### config.mk
export PLATFORM = sky130hd
export DESIGN_NAME = rc4_stream_cipher
export DESIGN_NICKNAME = d
export VERILOG_FILES = /design/src/rtl/rc4_pkg.sv /design/src/rtl/rc4_ctrl.sv /design/src/rtl/rc4_datapath.sv /design/src/rtl/rc4_stream_cipher.sv
export VERILOG_INCLUDE_DIRS = /design/src /design/src/rtl
export SDC_FILE = /design/constraint.sdc
export NUM_CORES = 2
export LEC_CHECK = 0
export ABC_AREA = 1
export BUFFER_PORTS_ARGS = -buffer_cell sky130_fd_sc_hd__buf_2
export CORE_MARGIN = 2
export CORE_UTILIZATION = 59
export CTS_BUF_LIST = sky130_fd_sc_hd__clkbuf_2 sky130_fd_sc_hd__clkbuf_4 sky130_fd_sc_hd__clkbuf_8
export DETAILED_ROUTE_END_ITERATION = 10
export MAX_ROUTING_LAYER = met4
export PLACE_DENSITY = 0.78
export REMOVE_ABC_BUFFERS = 1
export SLEW_MARGIN = 0
export SYNTH_ARGS = -nofsm -noshare
export SYNTH_HDL_FRONTEND = slang
export SYNTH_SLANG_ARGS = --single-unit
### constraint.sdc
create_clock -name clk -period 13 [get_ports clk]
set_input_delay 0.65 -clock clk [delete_from_list [all_inputs] [get_ports clk]]
set_output_delay 0.65 -clock clk [all_outputs]
set_load 0.02 [all_outputs]
### src/rtl/rc4_stream_cipher_assert.svh
// ----------------------------------------------------------------------------
// rc4 stream cipher assertion macros
// shared property forms for the cipher's concurrent checks, clocked on clk
// and disabled while arst_n is low
// ----------------------------------------------------------------------------
`ifndef RC4_STREAM_CIPHER_ASSERT_SVH
`define RC4_STREAM_CIPHER_ASSERT_SVH

// condition in a cycle implies another condition in the same cycle
`define RC4_ASSERT_SAME(label, ante, cons) \
	label: assert property (@(posedge clk) disable iff (!arst_n) (ante) |-> (cons)) \
		else $error("rc4 check failed: same-cycle implication");

// condition in a cycle implies another condition in the next cycle
`define RC4_ASSERT_NEXT(label, ante, cons) \
	label: assert property (@(posedge clk) disable iff (!arst_n) (ante) |=> (cons)) \
		else $error("rc4 check failed: next-cycle implication");

`endif

### src/rtl/rc4_pkg.sv
// ----------------------------------------------------------------------------
// rc4 package
// shared constants, item kinds, controller states and the command and
// status structs between controller and datapath
// ----------------------------------------------------------------------------
`default_nettype none

package rc4_pkg;

	localparam int PERM_SIZE  = 256;
	localparam int PERM_IDX_W = $clog2(PERM_SIZE);
	localparam int KEY_DEPTH  = 256;
	localparam int KEY_IDX_W  = $clog2(KEY_DEPTH);
	localparam int KEY_LEN_W  = 9;
	localparam logic [KEY_LEN_W-1:0] KEY_LEN_RST = KEY_LEN_W'(16);
	localparam logic [KEY_LEN_W-1:0] KEY_LEN_MAX = KEY_LEN_W'(KEY_DEPTH);
	localparam int ITEM_W     = 24;
	localparam int BYTE_W     = 8;

	typedef enum logic [1:0] {
		KIND_LOAD  = 2'd0,
		KIND_SCHED = 2'd1,
		KIND_CRYPT = 2'd2
	} rc4_kind_t;

	typedef enum logic [3:0] {
		ST_IDLE,
		ST_K_RD,
		ST_K_SUM,
		ST_K_WRN,
		ST_K_WRJ,
		ST_C_RDJ,
		ST_C_WRI,
		ST_C_OUT
	} rc4_state_t;

	typedef enum logic [3:0] {
		OP_NONE,
		OP_KEY_WR,
		OP_SCHED_INIT,
		OP_K_RD,
		OP_K_SUM,
		OP_K_WRN,
		OP_K_WRJ,
		OP_C_START,
		OP_C_RDJ,
		OP_C_WRI,
		OP_C_OUT
	} rc4_op_t;

	typedef struct packed {
		rc4_op_t op;
	} rc4_cmd_t;

	typedef struct packed {
		logic sched_last;
		logic out_stall;
	} rc4_stat_t;

endpackage

`default_nettype wire

### src/rtl/rc4_ctrl.sv
// ----------------------------------------------------------------------------
// rc4 controller
// sequences key loads, the key schedule steps and the crypt steps, and
// issues one datapath command per cycle, none while the output step is held
// ----------------------------------------------------------------------------
`default_nettype none

module rc4_ctrl (
	input  wire logic             clk,
	input  wire logic             arst_n,
	input  wire logic             item_valid,
	output logic                  item_ready,
	input  wire logic [1:0]       item_kind,
	input  wire rc4_pkg::rc4_stat_t stat,
	output rc4_pkg::rc4_cmd_t     cmd
);

	rc4_pkg::rc4_state_t state_q;
	rc4_pkg::rc4_state_t state_d;

	always_ff @(posedge clk or negedge arst_n) begin
		if (!arst_n) begin
			state_q <= rc4_pkg::ST_IDLE;
		end else begin
			state_q <= state_d;
		end
	end

	always_comb begin
		state_d    = state_q;
		cmd.op     = rc4_pkg::OP_NONE;
		item_ready = 1'b0;
		case (state_q)
			rc4_pkg::ST_IDLE: begin
				item_ready = 1'b1;
				if (item_valid) begin
					case (item_kind)
						rc4_pkg::KIND_LOAD: begin
							cmd.op = rc4_pkg::OP_KEY_WR;
						end
						rc4_pkg::KIND_SCHED: begin
							cmd.op  = rc4_pkg::OP_SCHED_INIT;
							state_d = rc4_pkg::ST_K_RD;
						end
						rc4_pkg::KIND_CRYPT: begin
							cmd.op  = rc4_pkg::OP_C_START;
							state_d = rc4_pkg::ST_C_RDJ;
						end
						default: begin
							// unused kind is dropped
							cmd.op = rc4_pkg::OP_NONE;
						end
					endcase
				end
			end
			rc4_pkg::ST_K_RD: begin
				cmd.op  = rc4_pkg::OP_K_RD;
				state_d = rc4_pkg::ST_K_SUM;
			end
			rc4_pkg::ST_K_SUM: begin
				cmd.op  = rc4_pkg::OP_K_SUM;
				state_d = rc4_pkg::ST_K_WRN;
			end
			rc4_pkg::ST_K_WRN: begin
				cmd.op  = rc4_pkg::OP_K_WRN;
				state_d = rc4_pkg::ST_K_WRJ;
			end
			rc4_pkg::ST_K_WRJ: begin
				cmd.op  = rc4_pkg::OP_K_WRJ;
				state_d = stat.sched_last ? rc4_pkg::ST_IDLE : rc4_pkg::ST_K_RD;
			end
			rc4_pkg::ST_C_RDJ: begin
				cmd.op  = rc4_pkg::OP_C_RDJ;
				state_d = rc4_pkg::ST_C_WRI;
			end
			rc4_pkg::ST_C_WRI: begin
				cmd.op  = rc4_pkg::OP_C_WRI;
				state_d = rc4_pkg::ST_C_OUT;
			end
			rc4_pkg::ST_C_OUT: begin
				// hold here until the output register can take the result
				if (!stat.out_stall) begin
					cmd.op  = rc4_pkg::OP_C_OUT;
					state_d = rc4_pkg::ST_IDLE;
				end
			end
			default: begin
				state_d = rc4_pkg::ST_IDLE;
			end
		endcase
	end

endmodule

`default_nettype wire

### src/rtl/rc4_datapath.sv
// ----------------------------------------------------------------------------
// rc4 datapath
// permutation memory with per-entry valid bits (invalid reads as identity),
// key store memory, cipher indices, schedule counters and output register
// ----------------------------------------------------------------------------
`default_nettype none

module rc4_datapath (
	input  wire logic                          clk,
	input  wire logic                          arst_n,
	input  wire rc4_pkg::rc4_cmd_t             cmd,
	output rc4_pkg::rc4_stat_t                 stat,
	input  wire logic [rc4_pkg::ITEM_W-1:0]    item_data,
	input  wire logic                          item_last,
	input  wire logic                          cfg_valid,
	input  wire logic [rc4_pkg::KEY_LEN_W-1:0] cfg_data,
	output logic                               out_valid,
	input  wire logic                          out_ready,
	output logic [rc4_pkg::BYTE_W-1:0]         out_data,
	output logic                               out_last
);

	localparam int PW = rc4_pkg::PERM_IDX_W;
	localparam int KW = rc4_pkg::KEY_IDX_W;
	localparam int LW = rc4_pkg::KEY_LEN_W;
	localparam int BW = rc4_pkg::BYTE_W;

	logic [BW-1:0] perm_mem [0:rc4_pkg::PERM_SIZE-1];
	logic [BW-1:0] key_mem  [0:rc4_pkg::KEY_DEPTH-1];

	logic [rc4_pkg::PERM_SIZE-1:0] pvld_q;
	logic [BW-1:0] perm_rd_q;
	logic          rd_vld_q;
	logic [PW-1:0] rd_addr_q;
	logic [BW-1:0] key_rd_q;

	logic [PW-1:0] i_q, j_q, n_q;
	logic [KW-1:0] k_q;
	logic [LW-1:0] key_len_q;
	logic [BW-1:0] si_q, sj_q, data_q;
	logic          last_q;
	logic          out_valid_q;
	logic [BW-1:0] out_data_q;
	logic          out_last_q;

	logic          perm_rd_en, perm_wr_en;
	logic [PW-1:0] perm_rd_addr, perm_wr_addr;
	logic [BW-1:0] perm_wr_data;
	logic [BW-1:0] s_rd;
	logic [BW-1:0] ks;
	logic [LW-1:0] eff_len;
	logic [KW:0]   k_inc;
	logic          key_wr_en;
	logic [BW-1:0] key_index;
	logic [BW-1:0] key_byte;
	logic [BW-1:0] data_byte;

	assign key_index = item_data[BW-1:0];
	assign key_byte  = item_data[2*BW-1:BW];
	assign data_byte = item_data[3*BW-1:2*BW];

	// an entry never written since the last schedule or reset reads as its own index
	assign s_rd = rd_vld_q ? perm_rd_q : rd_addr_q;

	// keystream entry after the swap: the two swapped places are forwarded
	always_comb begin
		if (rd_addr_q == i_q) begin
			ks = sj_q;
		end else if (rd_addr_q == j_q) begin
			ks = si_q;
		end else begin
			ks = s_rd;
		end
	end

	assign eff_len = (key_len_q == '0 || key_len_q > rc4_pkg::KEY_LEN_MAX)
		? rc4_pkg::KEY_LEN_MAX : key_len_q;
	assign k_inc = {1'b0, k_q} + (KW+1)'(1);

	assign key_wr_en = (cmd.op == rc4_pkg::OP_KEY_WR) &&
		({1'b0, key_index} < (BW+1)'(rc4_pkg::KEY_DEPTH));

	always_comb begin
		perm_rd_en   = 1'b0;
		perm_rd_addr = '0;
		perm_wr_en   = 1'b0;
		perm_wr_addr = '0;
		perm_wr_data = '0;
		case (cmd.op)
			rc4_pkg::OP_K_RD: begin
				perm_rd_en   = 1'b1;
				perm_rd_addr = n_q;
			end
			rc4_pkg::OP_K_SUM: begin
				perm_rd_en   = 1'b1;
				perm_rd_addr = j_q + key_rd_q + s_rd;
			end
			rc4_pkg::OP_K_WRN: begin
				perm_wr_en   = 1'b1;
				perm_wr_addr = n_q;
				perm_wr_data = s_rd;
			end
			rc4_pkg::OP_K_WRJ: begin
				perm_wr_en   = 1'b1;
				perm_wr_addr = j_q;
				perm_wr_data = si_q;
			end
			rc4_pkg::OP_C_START: begin
				perm_rd_en   = 1'b1;
				perm_rd_addr = i_q + PW'(1);
			end
			rc4_pkg::OP_C_RDJ: begin
				perm_rd_en   = 1'b1;
				perm_rd_addr = j_q + s_rd;
			end
			rc4_pkg::OP_C_WRI: begin
				perm_rd_en   = 1'b1;
				perm_rd_addr = si_q + s_rd;
				perm_wr_en   = 1'b1;
				perm_wr_addr = i_q;
				perm_wr_data = s_rd;
			end
			rc4_pkg::OP_C_OUT: begin
				perm_wr_en   = 1'b1;
				perm_wr_addr = j_q;
				perm_wr_data = si_q;
			end
			default: begin
				perm_rd_en = 1'b0;
			end
		endcase
	end

	// permutation memory, registered read of old data
	always_ff @(posedge clk) begin
		if (perm_wr_en) begin
			perm_mem[perm_wr_addr] <= perm_wr_data;
		end
		if (perm_rd_en) begin
			perm_rd_q <= perm_mem[perm_rd_addr];
			rd_addr_q <= perm_rd_addr;
		end
	end

	// key store
	always_ff @(posedge clk) begin
		if (key_wr_en) begin
			key_mem[key_index[KW-1:0]] <= key_byte;
		end
		if (cmd.op == rc4_pkg::OP_K_RD) begin
			key_rd_q <= key_mem[k_q];
		end
	end

	always_ff @(posedge clk or negedge arst_n) begin
		if (!arst_n) begin
			pvld_q   <= '0;
			rd_vld_q <= 1'b0;
		end else begin
			if (perm_rd_en) begin
				rd_vld_q <= pvld_q[perm_rd_addr];
			end
			if (cmd.op == rc4_pkg::OP_SCHED_INIT) begin
				pvld_q <= '0;
			end else if (perm_wr_en) begin
				pvld_q[perm_wr_addr] <= 1'b1;
			end
		end
	end

	// indices, counters and config register
	always_ff @(posedge clk or negedge arst_n) begin
		if (!arst_n) begin
			i_q       <= '0;
			j_q       <= '0;
			n_q       <= '0;
			k_q       <= '0;
			key_len_q <= rc4_pkg::KEY_LEN_RST;
		end else begin
			if (cfg_valid) begin
				key_len_q <= cfg_data;
			end
			case (cmd.op)
				rc4_pkg::OP_SCHED_INIT: begin
					i_q <= '0;
					j_q <= '0;
					n_q <= '0;
					k_q <= '0;
				end
				rc4_pkg::OP_K_SUM: begin
					j_q <= j_q + key_rd_q + s_rd;
				end
				rc4_pkg::OP_K_WRJ: begin
					n_q <= n_q + PW'(1);
					k_q <= (LW'(k_inc) >= eff_len) ? '0 : k_inc[KW-1:0];
					if (stat.sched_last) begin
						j_q <= '0;
					end
				end
				rc4_pkg::OP_C_START: begin
					i_q <= i_q + PW'(1);
				end
				rc4_pkg::OP_C_RDJ: begin
					j_q <= j_q + s_rd;
				end
				default: begin
					i_q <= i_q;
				end
			endcase
		end
	end

	// payload registers
	always_ff @(posedge clk) begin
		if (cmd.op == rc4_pkg::OP_C_START) begin
			data_q <= data_byte;
			last_q <= item_last;
		end
		if (cmd.op == rc4_pkg::OP_K_SUM || cmd.op == rc4_pkg::OP_C_RDJ) begin
			si_q <= s_rd;
		end
		if (cmd.op == rc4_pkg::OP_C_WRI) begin
			sj_q <= s_rd;
		end
		if (cmd.op == rc4_pkg::OP_C_OUT) begin
			out_data_q <= data_q ^ ks;
			out_last_q <= last_q;
		end
	end

	always_ff @(posedge clk or negedge arst_n) begin
		if (!arst_n) begin
			out_valid_q <= 1'b0;
		end else if (cmd.op == rc4_pkg::OP_C_OUT) begin
			out_valid_q <= 1'b1;
		end else if (out_ready) begin
			out_valid_q <= 1'b0;
		end
	end

	assign stat.sched_last = (n_q == PW'(rc4_pkg::PERM_SIZE - 1));
	assign stat.out_stall  = out_valid_q && !out_ready;

	assign out_valid = out_valid_q;
	assign out_data  = out_data_q;
	assign out_last  = out_last_q;

endmodule

`default_nettype wire

### src/rtl/rc4_stream_cipher.sv
// ----------------------------------------------------------------------------
// rc4 stream cipher
// byte-wise rc4 engine with key store, key schedule and crypt steps
// ----------------------------------------------------------------------------
//  channel  | handshake              | payload
//  s_axis   | s_axis_tvalid/tready   | tdata 24b, tuser 2b kind, tlast
//  m_axis   | m_axis_tvalid/tready   | tdata 8b, tlast
//  cfg      | cfg_valid/cfg_ready    | cfg_data 9b key_length
//
//  key load: written in idle; crypt byte: start, read-j, write-i and output
//  steps, bound by the single read and single write port of the permutation
//  memory (three dependent reads, swap); key schedule: init, then four memory steps per entry
//  reset leaves the permutation at identity through cleared valid bits
//  a crypt item holds in its last step while the output register is full
// ----------------------------------------------------------------------------
`default_nettype none

module rc4_stream_cipher (
	input  wire logic        clk,
	input  wire logic        arst_n,
	input  wire logic        s_axis_tvalid,
	output logic             s_axis_tready,
	// key_index [7:0], key_byte [15:8], data_byte [23:16]
	input  wire logic [23:0] s_axis_tdata,
	// kind [1:0]
	input  wire logic [1:0]  s_axis_tuser,
	input  wire logic        s_axis_tlast,
	output logic             m_axis_tvalid,
	input  wire logic        m_axis_tready,
	// out_byte [7:0]
	output logic [7:0]       m_axis_tdata,
	output logic             m_axis_tlast,
	input  wire logic        cfg_valid,
	output logic             cfg_ready,
	input  wire logic [8:0]  cfg_data
);

	rc4_pkg::rc4_cmd_t  cmd;
	rc4_pkg::rc4_stat_t stat;

	assign cfg_ready = 1'b1;

	rc4_ctrl u_ctrl (
		.clk        (clk),
		.arst_n     (arst_n),
		.item_valid (s_axis_tvalid),
		.item_ready (s_axis_tready),
		.item_kind  (s_axis_tuser),
		.stat       (stat),
		.cmd        (cmd)
	);

	rc4_datapath u_datapath (
		.clk       (clk),
		.arst_n    (arst_n),
		.cmd       (cmd),
		.stat      (stat),
		.item_data (s_axis_tdata),
		.item_last (s_axis_tlast),
		.cfg_valid (cfg_valid),
		.cfg_data  (cfg_data),
		.out_valid (m_axis_tvalid),
		.out_ready (m_axis_tready),
		.out_data  (m_axis_tdata),
		.out_last  (m_axis_tlast)
	);

`include "rc4_stream_cipher_assert.svh"

	// a result is never written over one still waiting
	`RC4_ASSERT_SAME(a_no_overwrite, cmd.op == rc4_pkg::OP_C_OUT, !stat.out_stall)
	// an accepted crypt item goes straight into its swap steps
	`RC4_ASSERT_NEXT(a_crypt_flow,
		s_axis_tvalid && s_axis_tready && s_axis_tuser == rc4_pkg::KIND_CRYPT,
		cmd.op == rc4_pkg::OP_C_RDJ)
	// the last schedule step returns to taking items
	`RC4_ASSERT_NEXT(a_sched_end, cmd.op == rc4_pkg::OP_K_WRJ && stat.sched_last,
		s_axis_tready)

endmodule

`default_nettype wire
==> reports/results.ini <==
[grt]
grt_pass1_vias=114000
grt_overflow_total=0
grt_use_total=0.308
use_met2=0.468
busiest_layer=met2
antenna_found_initial=22
grt_start_max_net_pins=247
grt_use_met3=0.0631
use_met1=0.402
grt_pass1_wl_microns=713000

[synthesis]
synth_area_leader_cell=edfxtp_1
synth_mux_area_frac=0.000431
synth_edf_count=4154
synth-simple-area-share=0.108
yosys_register_bits=4456
synth-xor-area-share=0.00158
ys_seq_area_frac=0.723
synthArstFlopShare=0.0678
avgSynthCellArea_sq_um=12.4
synth_top_family_by_area=compound AO/OA/AOI/OAI gates
ys_warn_count=0
synth_ff_type=edfxtp_1
synth_top_cells_by_count=edfxtp_1 (4154), nor2_1 (2726), o21ai_0 (1910)
synth_area_leaders=edfxtp_1 (68%), nor2_1 (5.6%), o21ai_0 (5.2%), o211ai_1 (4.4%), dfrtp_1 (4.1%)
yosysTopAreaCellShare=0.682
netlist_instances=14800
syn_area_sq_um=183000
yosysMostFrequentCell=edfxtp_1
yosysUniqueCellTypes=50
synth-compound-area-share=0.122
synthAdderAreaFrac=0.00349

[finish]
drive_gt1_frac=0.119
finalNonFillerCells=19300
fillers=21700
post-route-util=0.646
area_delta_synth_final_pct=8.95
nets=14700

[critical_path]
crit_arrival_ns=8.71
crit_family=buffers and inverters
critical-path-max-stage-delay_ns=0.77
critPathMaxFanout=81
critical_path_buf_inv_count=5
critPathMostFrequentCell=nand3_1
cpMaxStageDelayCell=buf_4
endpoint_kind=flip-flop
worstPathCellList=o21ai_0 -> inv_1 -> fa_1 -> ha_1 -> fa_1 -> a21oi_1 -> nand4_4 -> buf_4 -> inv_8 -> buf_4 -> buf_4 -> o211ai_1 -> nand3_1 -> nand3_1 -> nand3_1 -> nand3_1 -> nand3_1 -> nand2_1
startpoint_type=flip-flop
path_class=flip-flop to flip-flop
crit_required_ns=13.82

[flow_run]
drv_cap=0

[route]
wl_microns=484000
viasPerCell=6.30
drt_iter0_drc=18500
dr.pass1.iters=6
drc_errors=0
ant_nets=0
via_count=122000
wl_per_cell_microns=25.0

[sta]
fin_crit_sh=0.607
finalSetupViolCount=0
fin_crit_ns=7.89
fmax_mhz=127
worstMarginPinSlew_ns=1.28
finalSetupTns_ns=0
maxSlewHeadroom=0.144
grt_setup_unrepaired=false
fin_skew_ns=0.0643
drv_slew=0
fin_ws_ns=5.11
hold_violations=0

[place]
dp_cells=18000
gp_congestion=0.920
place_ws_ns=5.29
io_buffers=51
dp_hpwl_microns=262000

[clock_network]
cts.path.max_buffers=4
htreeDepth=6
clockRootBuffer=clkbuf_8
clock_insertion_delay_worst_skew_ns=1.11
cts_sinks=4456
cts_setup_buffers=0
tritoncts=done
clkTransAtPathRegs_ns=0.07
cts_buffers=677

[floorplan]
fp.dieArea_sq_um=314000
initial_core_util=0.593
ioPinCount=53
coreArea_sq_um=309000
die_h_microns=561
rows=204
die_w_microns=561

[min_path]
hold_path_class=input pin to flip-flop

[status]
run_status=completed

[worst reg2reg max path, cell delays in order, from the launching register on]
cell	delay, ns
dfrtp_1	0.53
o21ai_0	0.58
inv_1	0.33
fa_1	0.54
ha_1	0.24
fa_1	0.47
a21oi_1	0.27
nand4_4	0.61
buf_4	0.57
inv_8	0.52
buf_4	0.92
buf_4	0.77
o211ai_1	0.22
nand3_1	0.13
nand3_1	0.10
nand3_1	0.15
nand3_1	0.23
nand3_1	0.39
nand2_1	0.08
[kinds of logic (layout without fill, tap and decap cells)]
group | count (synthesis) | count (layout)
flops | 4456 | 4456
buf+inv | 1820 | 2199
fa+ha+maj | 45 | 45
compound gates | 3721 | 3721
mux | 7 | 7
simple gates | 4709 | 4709
xor+xnor | 33 | 33
other cells | 1 | 39
[area by class of cell]
cell class / count / area [sq um] / share of cell area
Sequential cell: 4456 / 132000 / 0.664
Multi-Input combinational cell: 8516 / 43400 / 0.218
Clock buffer: 1041 / 12400 / 0.0625
Tap cell: 4120 / 5150 / 0.0259
Inverter: 765 / 2910 / 0.0146
Timing Repair Buffer: 211 / 1890 / 0.00947
Clock inverter: 182 / 1080 / 0.00540
Antenna cell: 38 / 95.1 / 0.000477
[metal layers]
layer	share of wire	wire length [microns]
met1	0.36	175000
met2	0.47	228000
met3	0.12	56500
met4	0.049	23900
met5	0	0
[state kept, by name, indices dropped and copies added (netlist names)]
signal	flops
u_ctrl.state_q	3
u_datapath.data_q	8
u_datapath.i_q	8
u_datapath.j_q	8
u_datapath.k_q	8
u_datapath.key_len_q	9
u_datapath.key_mem	2048
u_datapath.key_rd_q	8
u_datapath.last_q	1
u_datapath.n_q	8
u_datapath.out_data	8
u_datapath.out_last	1
u_datapath.out_valid	1
u_datapath.perm_mem	2048
u_datapath.perm_rd_q	8
u_datapath.pvld_q	256
u_datapath.rd_addr_q	8
u_datapath.rd_vld_q	1
u_datapath.si_q	8
u_datapath.sj_q	8
[stage by stage]
| step | hold WS, ns | cell area [sq um] |
|---|---|---|
| global placement | 0.402 | 185000 |
| global route | 0.0770 | 199000 |
| finish | 0.0737 | 199000 |
| floorplan | 0.354 | 178000 |
| detailed placement | 0.405 | 185000 |
| CTS | 0.0180 | 199000 |
[repair_timing]
| action | in CTS | in global routing |
|---|---|---|
| hold buffers | 21 | 0 |
| endpoints found under the hold margin | 123 | 0 |
| gates resized for setup | 0 | 0 |
[cell usage in the layout (no fill, tap or decap), types with 45 or more instances in the layout]
cell         n
dfrtp_1    295
o211ai_1  1075
clkinv_1   107
clkbuf_8   740
or2_2      412
clkbuf_4   301
o32ai_1     45
nor2_1    2723
o21ai_0   1902
buf_4      116
o22ai_1    642
nand2_1    760
nand3_1    719
edfxtp_1  4154
inv_1      734
[final timing paths]
kind                       slack, ns           startpoint  cells after the start                 endpoint
setup / recovery                5.11  u_datapath.rd_vld_q                     18  u_datapath.perm_rd_q[0]
hold / removal                  0.07          cfg_data[6]                      2  u_datapath.key_len_q[6]
setup reg to reg                5.11  u_datapath.rd_vld_q                     18  u_datapath.perm_rd_q[0]
hold reg to reg                 0.42    u_datapath.last_q                      0      u_datapath.out_last
max in group asynchronous      10.60               arst_n                      4   u_datapath.pvld_q[170]
min in group asynchronous       0.18               arst_n                      2   u_datapath.pvld_q[104]
Power is not shown: default switching activity piles up to over one toggle a cycle in this logic, so the estimate is an artifact.
